### src/hdl/hlst_ram.sv
`timescale 1ns / 1ps

module hlst_ram #(
    parameter int WIDTH = 8,
    parameter int DEPTH = 16
) (
    input  logic                     i_clk,
    input  logic                     i_we,
    input  logic [$clog2(DEPTH)-1:0] i_waddr,
    input  logic [WIDTH-1:0]         i_wdata,
    input  logic                     i_re,
    input  logic [$clog2(DEPTH)-1:0] i_raddr,
    output logic [WIDTH-1:0]         o_rdata
);

    logic [WIDTH-1:0] r_mem [DEPTH];
    logic [WIDTH-1:0] r_rdata;

    always_ff @(posedge i_clk) begin
        if (i_we) begin
            r_mem[i_waddr] <= i_wdata;
        end
        if (i_re) begin
            r_rdata <= r_mem[i_raddr];
        end
    end

    assign o_rdata = r_rdata;

endmodule

### config.mk
export PLATFORM = sky130hd
export DESIGN_NAME = hlst_ram
export DESIGN_NICKNAME = d
export VERILOG_FILES = /design/src/hdl/hlst_ram.sv
export SDC_FILE = /design/constraint.sdc
export NUM_CORES = 1
export LEC_CHECK = 0
export BUFFER_PORTS_ARGS = -buffer_cell sky130_fd_sc_hd__buf_2
export CORE_UTILIZATION = 45
export DETAILED_ROUTE_END_ITERATION = 10
export PLACE_DENSITY_LB_ADDON = 0.15
export SLEW_MARGIN = 40
export SYNTH_ARGS = -nofsm -noshare
export SYNTH_HDL_FRONTEND = slang
export SYNTH_SLANG_ARGS = --single-unit
### constraint.sdc
create_clock -name i_clk -period 2.5 [get_ports i_clk]
set_clock_uncertainty 0.2 [all_clocks]
set_input_delay 0.125 -clock i_clk [delete_from_list [all_inputs] [get_ports i_clk]]
set_output_delay 0.125 -clock i_clk [all_outputs]
set_load 0.005 [all_outputs]
Word-level counts from Yosys, hierarchy flattened

Memory sizes are Yosys's and may differ from the RTL's. A register that Yosys moved wholly into a read port is not among the register bits.
Cells that the tools add are included.

Muxes and demuxes: 2

Operator list:

| kind             | number |
|---|---|
| 1-bit 2-to-1 mux | 2 |

RAM bits: 128
Bits in registers: 0
Memories: 1
Output and inout bits: 8

Memory list:

| memory | depth | width | read ports | clocked after Yosys merged registers in | wr ports | line | source |
|---|---|---|---|---|---|---|---|
| r_mem  | 16    | 8     | 1          | 1                                       | 1        | 16   | `logic [WIDTH-1:0] r_mem [DEPTH];` |

Longest topological paths before layout

Word-level depth: 2
Mapped depth: 5
Depth with buffers taken out: 3

Worst setup path before layout

Ideal clock, no wire load.

Path type: input -> register
Start: in i_waddr[2]
End: mem r_mem[0][0] (enable)
Setup time: 383 ps
Slack: 682 ps
Data arrival time: 1235 ps
Stages on the path: 2
Buffers on the path: 0
Required time: 1917 ps
Cells stage by stage: or3b_2 -> nor3_1

RTL lines:

| element     | line | source |
|---|---|---|
| from (decl) | 9    | `input logic [$clog2(DEPTH)-1:0] i_waddr,` |
| to (decl)   | 16   |  |

No word-level cell before the write port.

==> metrics <==
status finished, final reports clean; Distinct cells, synth 18; flops & latches, synth roughly 140; Top Ports 27; final hold slack 67.07 ps; Final Cycle Share about 68%; Max clock buf depth 2; sequential-to-total area share from yosys stat 78.12%; number of max-cap violations 0; Total Nets Final 314; Area contributors post-synth edfxtp_1, mux4_2, mux4_1, a22oi_1, nor2_1; combinational power share ~4.7%; CTS buffer count 17; post-layout min period 1712 ps; # port buffers 26; fmax 584.1 MHz; sw frac approximately a fifth; Gate Count Post-Synth 229; Root Driver clkbuf_16; Post-CTS Setup Bufs 0; Routed WL per cell 23.35 um; core area 11080 um^2; Num Clock Sinks 136; Detailed Routing Iterations Pass 1 4; critical-path cell list mux4_1 -> a22oi_1 -> nand2_1; DRC violations left 0; RSZ-0062 raised after global routing no; clock-pin slew on the worst setup and hold paths 50 ps; Layout Cells excl Fill roughly 450; Worst Hold Class in -> reg; Slowest-stage cell, CP mux4_1; slowest stage delay, CP 500 ps; Routability Congestion approximately 0.74; DR vias 2509; Area growth syn-to-layout 21.13%; top cell type's share of synthesized area between 70 and 80%; syn_nets 248; vias per cell about 5.6; GRT Util Overall between 20% and 30%; H-tree levels 4; placed wire-length estimate 6.575 mm; Pwr Total 0.005326 W; dpl cells 407; crit start category flip-flop; CP Capture Type flip-flop; final hold vios 0; Max Fanout on Critical Path 1; worst slew pin tran 531.0 ps; DRT iter0 DRCs 157; post-CTS sizing 0; hold buffer count at CTS 9; die area between 10000 and 15000 um^2; Skew-Pair Late Insertion Delay between 400 and 500 ps; Sequential Power Share 48.5%; Psw around 0.0010 W; CP required about 2500 ps; Initial Util a little under half; row cnt 38; Final setup viols 0; DRT Wirelength around 10 mm; CTS tree done; Die W 109.8 um; Slew headroom 64.60%; Pint 0.004324 W; die height 109.8 um; ANT nets after route 0; diode count 0; Pleak about 2.2 nW; Worst EP arrival around 1700 ps; maximum VDD drop approximately 430 uV; gr ovfl total 0; Max Slew Vio Count 0; first-pass GRT wire length 15.82 mm; Syn Area/Cell 22.83 um^2; Power Dens Cells 841.1 nW/um^2; kind of critical path reg -> reg; vias in the first global route 2563; Post-Syn Area 5228 um^2; setup TNS 0 ps; initial antenna violation count 0; share of layout cells above drive strength 1 29.97%; largest net degree at the start of global routing 33; Clk pwr share between 40 and 50%; Ys Warns 0; cell taking the most area after synthesis edfxtp_1
-- cell usage in the layout (no fill, tap or decap), types with 2 or more instances in the layout --
master | netlist | final
a22oi_1 | 16 | 16
buf_12 | 0 | 3
buf_2 | 3 | 26
buf_4 | 1 | 19
bufinv_16 | 0 | 4
clkbuf_1 | 0 | 2
clkbuf_16 | 0 | 17
clkinv_1 | 0 | 5
clkinv_2 | 0 | 2
dlygate4sd3_1 | 0 | 9
edfxtp_1 | 136 | 136
mux4_1 | 14 | 14
mux4_2 | 18 | 18
nand2_1 | 9 | 9
nand2b_1 | 2 | 2
nand3b_1 | 2 | 2
nor2_1 | 13 | 13
nor3_1 | 4 | 4
-- cells by family after synthesis --
kind of cell / count (synthesis) / share of synthesized area (%)
flops: 136 / 78.12
buf+inv: 10 / 1.651
compound gates: 16 / 2.298
simple gates: 35 / 3.136
mux: 32 / 14.79
-- flip-flops by register name (all words and copies together) (netlist names) --
signal and count:
r_mem 128, o_rdata 8
-- worst paths after layout --
| kind | cells past startpoint | slack, ps | end | from |
|---|---|---|---|---|
| max | 3 | 790 | o_rdata[2] | r_mem[9][2] |
| min reg2reg | 3 | 550 | o_rdata[2] | r_mem[7][2] |
| min | 3 | 70 | r_mem[1][0] | i_waddr[3] |
| max reg2reg | 3 | 790 | o_rdata[2] | r_mem[9][2] |
-- worst max-delay path: cells and delay by family, from the launching register on --
kind | cells | cell delay (ps)
AO/OA/AOI/OAI | 1 | 320
flip-flops | 1 | 350
multiplexers | 1 | 500
AND/OR/NAND/NOR | 1 | 80
-- Yosys cell counts --
cell type / count
buf_2: 3
clkdlybuf4s25_2: 3
nor2_1: 13
edfxtp_1: 136
nand2b_1: 2
and2b_1: 1
buf_4: 1
nand3b_1: 2
nand2_1: 9
mux4_1: 14
and2_1: 1
or3b_2: 1
mux4_2: 18
a22oi_1: 16
buf_6: 3
nand3_1: 1
nor3_1: 4
nor2b_1: 1
-- routing by layer --
metal,vias to the layer above,track usage [%],part of all wire [%]
li1,1114,-,-
met1,1315,29.96,47
met2,68,28.44,47
met3,12,4.624,5.1
met4,0,8.000,1.0
met5,-,0,0
-- cell type report --
class / count / area [um^2]
Tap cell: 140 / 175.2
Sequential cell: 136 / 4084
Fill cell: 843 / 4746
Timing Repair Buffer: 57 / 422.9
Clock buffer: 19 / 432.9
Multi-Input combinational cell: 83 / 1060
Clock inverter: 12 / 157.7
-- power by group through the flow --
stage               sequential, W  clock (W)  combinational (W)
floorplan                 0.00263          0           0.000130
global placement          0.00263          0           0.000242
detailed placement        0.00263          0           0.000246
CTS                       0.00258    0.00254           0.000257
global route              0.00259    0.00264           0.000276
finish                    0.00258    0.00249           0.000251
-- stage by stage --
stage,setup slack (ps),utilization (%),instance area (um^2)
after floorplan,682.1,-,5228
after global placement,536.3,50.99,5649
after detailed placement,507.1,50.99,5649
after CTS,776.7,57.14,6330
after global routing,713.5,57.16,6332
final,787.9,57.16,6332
(Power assumes the default switching activity.)
