$ cat config.mk
export PLATFORM = sky130hd
export DESIGN_NAME = hlst_update
export DESIGN_NICKNAME = d
export VERILOG_FILES = /design/src/hdl/hlst_pkg.sv /design/src/hdl/hlst_update.sv
export SDC_FILE = /design/constraint.sdc
export NUM_CORES = 1
export LEC_CHECK = 0
export BUFFER_PORTS_ARGS = -buffer_cell sky130_fd_sc_hd__clkbuf_2
export CAP_MARGIN = 20
export CORE_AREA = 2 2 373 375
export DETAILED_ROUTE_END_ITERATION = 8
export DIE_AREA = 0 0 375 377
export PLACE_DENSITY = 0.3
export RECOVER_POWER = 100
export SLEW_MARGIN = 5
export SYNTH_ARGS = -nofsm -noshare
export SYNTH_HDL_FRONTEND = slang
export SYNTH_SLANG_ARGS = --single-unit
$ cat constraint.sdc
create_clock -name vclk -period 21.9
set_input_delay 3.285 -clock vclk [all_inputs]
set_output_delay 3.285 -clock vclk [all_outputs]
set_load 0.03 [all_outputs]
$ cat src/hdl/hlst_pkg.sv
`timescale 1ns / 1ps

package hlst_pkg;

    localparam int HOP_DEPTH    = 64;
    localparam int HOP_W        = $clog2(HOP_DEPTH);
    localparam int HIST_DEPTH   = 64;
    localparam int SLOT_W       = $clog2(HIST_DEPTH);
    localparam int HIST_ENTRIES = HOP_DEPTH * HIST_DEPTH;
    localparam int HIST_ADDR_W  = HOP_W + SLOT_W;
    localparam int LAT_W        = 24;
    localparam int CNT_W        = 32;
    localparam int SUM_W        = 48;
    localparam int ADDR_W       = 32;
    localparam int TYPE_W       = 8;
    localparam int CMD_W        = 3;
    localparam int DEEP_W       = HOP_W + 1;

    localparam logic [TYPE_W-1:0] DEST_REACHED_TYPE = 8'd3;
    localparam logic [DEEP_W-1:0] MAX_HOPS_RESET    = 7'd30;

    typedef enum logic [CMD_W-1:0] {
        CMD_ROUND_START = 3'd0,
        CMD_PROBE_SENT  = 3'd1,
        CMD_REPLY       = 3'd2,
        CMD_READ        = 3'd3,
        CMD_CLEAR_ALL   = 3'd4
    } t_cmd;

    typedef struct packed {
        logic [CMD_W-1:0]  command;
        logic [HOP_W-1:0]  hop_index;
        logic [LAT_W-1:0]  latency_us;
        logic [ADDR_W-1:0] responder_addr;
        logic [TYPE_W-1:0] icmp_type;
        logic [SLOT_W-1:0] history_slot;
    } t_item;

    typedef struct packed {
        logic [CNT_W-1:0]  sent_count;
        logic [CNT_W-1:0]  recv_count;
        logic [LAT_W-1:0]  last_latency;
        logic [LAT_W-1:0]  best_latency;
        logic [LAT_W-1:0]  worst_latency;
        logic [SUM_W-1:0]  latency_total;
        logic [SUM_W-1:0]  jitter_total;
        logic [ADDR_W-1:0] hop_addr;
        logic              seen_flag;
        logic              final_flag;
    } t_entry;

    localparam int ENTRY_W = $bits(t_entry);

    typedef struct packed {
        t_entry            entry;
        logic [LAT_W-1:0]  history_value;
        logic [DEEP_W-1:0] deepest_hop;
    } t_result;

    typedef struct packed {
        logic              entry_we;
        logic              hist_we;
        logic              clear_all;
        logic [SLOT_W-1:0] hist_slot;
        logic [DEEP_W-1:0] deepest;
    } t_upd_ctl;

endpackage

$ cat src/hdl/hlst_update.sv
`timescale 1ns / 1ps

module hlst_update (
    input  hlst_pkg::t_item              i_item,
    input  hlst_pkg::t_entry             i_entry,
    input  logic [hlst_pkg::LAT_W-1:0]   i_hist,
    input  logic [hlst_pkg::DEEP_W-1:0]  i_deepest,
    input  logic [hlst_pkg::DEEP_W-1:0]  i_max_hops,
    output hlst_pkg::t_upd_ctl           o_ctl,
    output hlst_pkg::t_entry             o_entry,
    output hlst_pkg::t_result            o_result
);

    logic [hlst_pkg::LAT_W-1:0]  lat_diff;
    logic [hlst_pkg::SUM_W:0]    total_sum;
    logic [hlst_pkg::SUM_W:0]    jitter_sum;
    logic [hlst_pkg::SUM_W-1:0]  total_sat;
    logic [hlst_pkg::SUM_W-1:0]  jitter_sat;
    logic [hlst_pkg::DEEP_W-1:0] hop_num;
    logic                        dest_reached;
    logic                        slot_hit;
    logic                        slot_filled;

    assign lat_diff = (i_item.latency_us > i_entry.last_latency)
                    ? i_item.latency_us - i_entry.last_latency
                    : i_entry.last_latency - i_item.latency_us;

    assign total_sum  = {1'b0, i_entry.latency_total}
                      + {{(hlst_pkg::SUM_W + 1 - hlst_pkg::LAT_W){1'b0}}, i_item.latency_us};
    assign jitter_sum = {1'b0, i_entry.jitter_total}
                      + {{(hlst_pkg::SUM_W + 1 - hlst_pkg::LAT_W){1'b0}}, lat_diff};
    assign total_sat  = total_sum[hlst_pkg::SUM_W] ? '1 : total_sum[hlst_pkg::SUM_W-1:0];
    assign jitter_sat = jitter_sum[hlst_pkg::SUM_W] ? '1 : jitter_sum[hlst_pkg::SUM_W-1:0];

    assign hop_num      = {1'b0, i_item.hop_index} + {{(hlst_pkg::DEEP_W - 1){1'b0}}, 1'b1};
    assign dest_reached = (i_item.icmp_type == hlst_pkg::DEST_REACHED_TYPE);

    always_comb begin
        o_entry          = i_entry;
        o_ctl.entry_we   = 1'b0;
        o_ctl.hist_we    = 1'b0;
        o_ctl.clear_all  = 1'b0;
        o_ctl.hist_slot  = i_entry.recv_count[hlst_pkg::SLOT_W-1:0];
        o_ctl.deepest    = i_deepest;

        unique case (hlst_pkg::t_cmd'(i_item.command))
            hlst_pkg::CMD_ROUND_START: begin
                o_ctl.deepest = i_max_hops;
            end
            hlst_pkg::CMD_PROBE_SENT: begin
                o_ctl.entry_we = 1'b1;
                if (i_entry.sent_count != '1) begin
                    o_entry.sent_count = i_entry.sent_count + 1'b1;
                end
            end
            hlst_pkg::CMD_REPLY: begin
                o_ctl.entry_we        = 1'b1;
                o_ctl.hist_we         = 1'b1;
                o_entry.hop_addr      = i_item.responder_addr;
                o_entry.seen_flag     = 1'b1;
                o_entry.final_flag    = dest_reached;
                o_entry.last_latency  = i_item.latency_us;
                o_entry.latency_total = total_sat;
                if (i_entry.recv_count != '0) begin
                    o_entry.jitter_total = jitter_sat;
                end
                if (i_entry.recv_count != '1) begin
                    o_entry.recv_count = i_entry.recv_count + 1'b1;
                end
                if (i_entry.recv_count == '0 || i_item.latency_us < i_entry.best_latency) begin
                    o_entry.best_latency = i_item.latency_us;
                end
                if (i_item.latency_us > i_entry.worst_latency) begin
                    o_entry.worst_latency = i_item.latency_us;
                end
                if (dest_reached && hop_num < i_deepest) begin
                    o_ctl.deepest = hop_num;
                end
            end
            hlst_pkg::CMD_READ: begin
            end
            hlst_pkg::CMD_CLEAR_ALL: begin
                o_ctl.clear_all = 1'b1;
            end
            default: begin
            end
        endcase
    end

    // A slot holds data only once the reply count since the last clear has passed it.
    assign slot_hit    = (o_ctl.hist_slot == i_item.history_slot);
    assign slot_filled = o_entry.recv_count
                       > {{(hlst_pkg::CNT_W - hlst_pkg::SLOT_W){1'b0}}, i_item.history_slot};

    always_comb begin
        o_result.entry       = o_ctl.clear_all ? '0 : o_entry;
        o_result.deepest_hop = o_ctl.deepest;
        priority if (o_ctl.clear_all) begin
            o_result.history_value = '0;
        end else if (o_ctl.hist_we && slot_hit) begin
            o_result.history_value = i_item.latency_us;
        end else if (slot_filled) begin
            o_result.history_value = i_hist;
        end else begin
            o_result.history_value = '0;
        end
    end

endmodule

# Word level (Yosys, flattened, before mapping)
# Cells that the tools add are included.
[op_classes]
reduce_logical = 7
n_eq_ne = 7
add_sub_neg = 7
n_mux = 19
magnitude_cmp = 5
[op_table]
columns = ["cell", "count"]
rows = [
  ["266-bit two-way mux", 1],
  ["234-bit two-way mux", 1],
  ["24-bit two-way mux", 6],
  ["48-bit two-way mux", 3],
  ["48-bit by 24-bit adder with 49-bit output", 2],
  ["32-bit two-way mux", 3],
  ["32-bit by 1-bit adder with 32-bit output (second input constant)", 2],
  ["32-bit != test (second input constant)", 2],
  ["24-bit greater-than comparator", 2],
  ["24-bit subtractor", 2],
  ["32-bit by 6-bit greater-than comparator with 1-bit output", 1],
  ["32-bit zero test", 1],
  ["32-bit nonzero test", 1],
  ["24-bit less-than comparator", 1],
  ["7-bit case mux with 2 select lines", 1],
  ["8-bit by 2-bit == test with 1-bit output (second input constant)", 1],
  ["6-bit by 1-bit adder with 7-bit output (second input constant)", 1],
  ["7-bit less-than comparator", 1],
  ["7-bit two-way mux", 1],
  ["6-bit == test", 1],
  ["3-bit by 1-bit == test with 1-bit output (second input constant)", 1],
  ["3-bit by 2-bit == test with 1-bit output (second input constant)", 1],
  ["3-bit == test (second input constant)", 1],
  ["3-bit zero test", 1],
  ["other kinds (4)", 7],
]
[word_totals]
input_bits = 383
output_inout_bits = 579
reg_bits = 0
word_cells = 45

# Longest topological paths before layout
[depth]
word_depth = 10
depth_mapped = 27
ltp_nobuf = 23

# Least setup slack after synthesis
# OpenSTA, ideal clock, no wires.
[synth_timing]
kind = "input to output"
startpoint = "input i_item[64] in the netlist's numbering"
endpoint = "output o_result[68] in the netlist's numbering"
n_path_buf = 5
arrival_time_ns = 9.274
setup_slack_ns = 9.341
path_stages = 23
path_cell_list = "inv_1 -> ha_1 -> clkbuf_1 -> nand4_1 -> nor4_1 -> o21a_1 -> or3_1 -> clkbuf_1 -> and2_1 -> clkbuf_1 -> clkbuf_1 -> mux2i_1 -> xnor2_1 -> ha_1 -> nor2b_1 -> o21ai_0 -> a211oi_1 -> o21ai_0 -> a2111oi_0 -> o21ai_0 -> clkbuf_1 -> a31oi_1 -> and2_1"
[synth_lines]
columns = ["item", "line", "source"]
rows = [
  ["start: declaration", "hlst_update.sv:4", "input hlst_pkg::t_item i_item,"],
  ["end: declaration", "hlst_update.sv:11", "output hlst_pkg::t_result o_result"],
]

==> out/metrics.cfg <==
[layout]
n_sequential_cell=0
syn2layout_area_growth_pct=42.7
nNetsFinal=3641
nClkBuffers=0
multiInputGateArea_um2=12900
seq_area_um2=0
fillers=16300
drive_gt1_share_pct=16.4

[placed_design]
dp_hpwl_um=125000
gp_congestion=0.912
portBuffers=962

[critical_path]
slowest_stage=clkinvlp_2
cp.required_ns=18.62
cp_cell_sequence=clkbuf_1, or3b_1, clkbuf_1, clkinvlp_2, clkbuf_1, o311ai_0, clkbuf_1, mux2i_1, clkbuf_1
criticalPathCategory=input pin to output port
path_depth=9
cp_num_buf_inv=6
crit_family=buffers and inverters
slowest_delay_ns=2.86
cp_common_cell=clkbuf_1
worst_ep_arrival_time_ns=13.03
cp-start-kind=input pin
path_max_fanout=62
end_kind=output port

[routing]
wl_met1_um=59900
met2RoutedLength_um=64700
wirelength_um=139000
route.met3.wl_um=11700
ant_nets=0
drt_iter0_drc=1303
wire_per_inst_um=28.3
viasPerCell=4.24
drtPass1Iterations=5
num_vias=20800
top_layer=met5
drc=0

[synth]
synth_area_leaders=ha_1 14%, nand2_1 8.8%, mux2i_1 7.1%
synthesis.area_um2=14100
yosys_warnings=0
synthTopCellsByCount=330 x nand2_1, 165 x a21oi_1, 165 x inv_1
synth_area_per_cell_um2=6.30
synth_seq_area_share_pct=0
synth_top_area_cell=ha_1
synth_most_common_cell=nand2_1
synth_top_cell_area_share_pct=14.0
synth_cells=2236
ys_types=73
synth_fp_nets=2781

[floorplan]
fp-row-count=136
coreArea_um2=137000
die_h_um=377
pin_count=962
initial_utilization_pct=10.3
dieWidth_um=375
dieArea_um2=141000

[global_route]
grt_use_total_pct=18.4
antenna_found_initial=35
gr-total-overflow=0
grt_first_pass_wirelength_um=181000
grt_pass1_vias=19900
grt_max_degree=69

[job]
max-cap-violations=11

[timing]
fmax_mhz=61.3
relSlewSlack_pct=-79.3
setup_viol_count_final=0
post-route-period-util_pct=74.5
rsz0062_at_grt=no
hold_violations=0
maxSlewViolCount=351
tns_ns=0
tightest_slew_ns=2.68
fin_crit_ns=16.32

[worst_hold_path]
min_path_cells=2
worstHoldPathType=input pin to output port

[clocking]
cts_hold_buffers=0
cts-resized-gates=0
postCtsSetupBuffers=0

[run_status]
status=finished with violations
violations=capacitance limit, slew limit

[worst paths after layout]
path	from	endpoint	slack, ns
min	i_entry[203]	o_ctl[8]	6.93
max	i_item[78]	o_result[161]	5.58
[through the flow]
stage / hold slack [ns] / instance area, µm² / worst slack (ns) / utilization (%) / std cells
final: 6.93 / 20100 / 5.58 / 14.7 / 4895
after global routing: 6.94 / 20100 / 5.16 / 14.7 / 4888
after CTS: 6.90 / 20900 / 7.66 / 15.2 / 4888
after detailed placement: 6.90 / 20900 / 7.68 / 15.2 / 4888
after global placement: 6.91 / 20900 / 7.76 / 15.2 / 4888
after floorplan: 6.68 / 14100 / 9.34 / - / 2236
[layout make-up]
class / count / area share (%)
repair buffers: 993 / 21.6
diodes: 7 / 0.0871
well taps: 1794 / 11.2
inverters: 166 / 3.12
multi-input cells: 1935 / 64.0
[kinds of logic after synthesis]
kind of cell,Yosys count,synth area share [%]
XOR/XNOR,147,9.19
multiplexers,118,8.54
adder cells (fa/ha/maj),162,14.6
AO/OA/AOI/OAI,560,26.2
AND/OR/NAND/NOR,948,32.9
buffers and inverters,301,8.58
[metal layers]
layer,global-route usage (%),vias to the layer above
met2,31.1,877
met4,1.61,32
met1,23.9,10100
met5,0,-
met3,5.31,106
li1,-,9626
[cell usage in the layout, fill, tap and decap left out, types with 52 or more instances in the layout]
| cell type | n |
|---|---|
| clkbuf_1 | 522 |
| a21o_1 | 52 |
| clkbuf_2 | 457 |
| ha_1 | 158 |
| nor2_1 | 153 |
| o21ai_0 | 97 |
| inv_1 | 164 |
| xor2_1 | 53 |
| mux2i_1 | 100 |
| and2_1 | 120 |
| xnor2_1 | 94 |
| nand2_1 | 329 |
| a21oi_1 | 165 |
| nand3_1 | 74 |
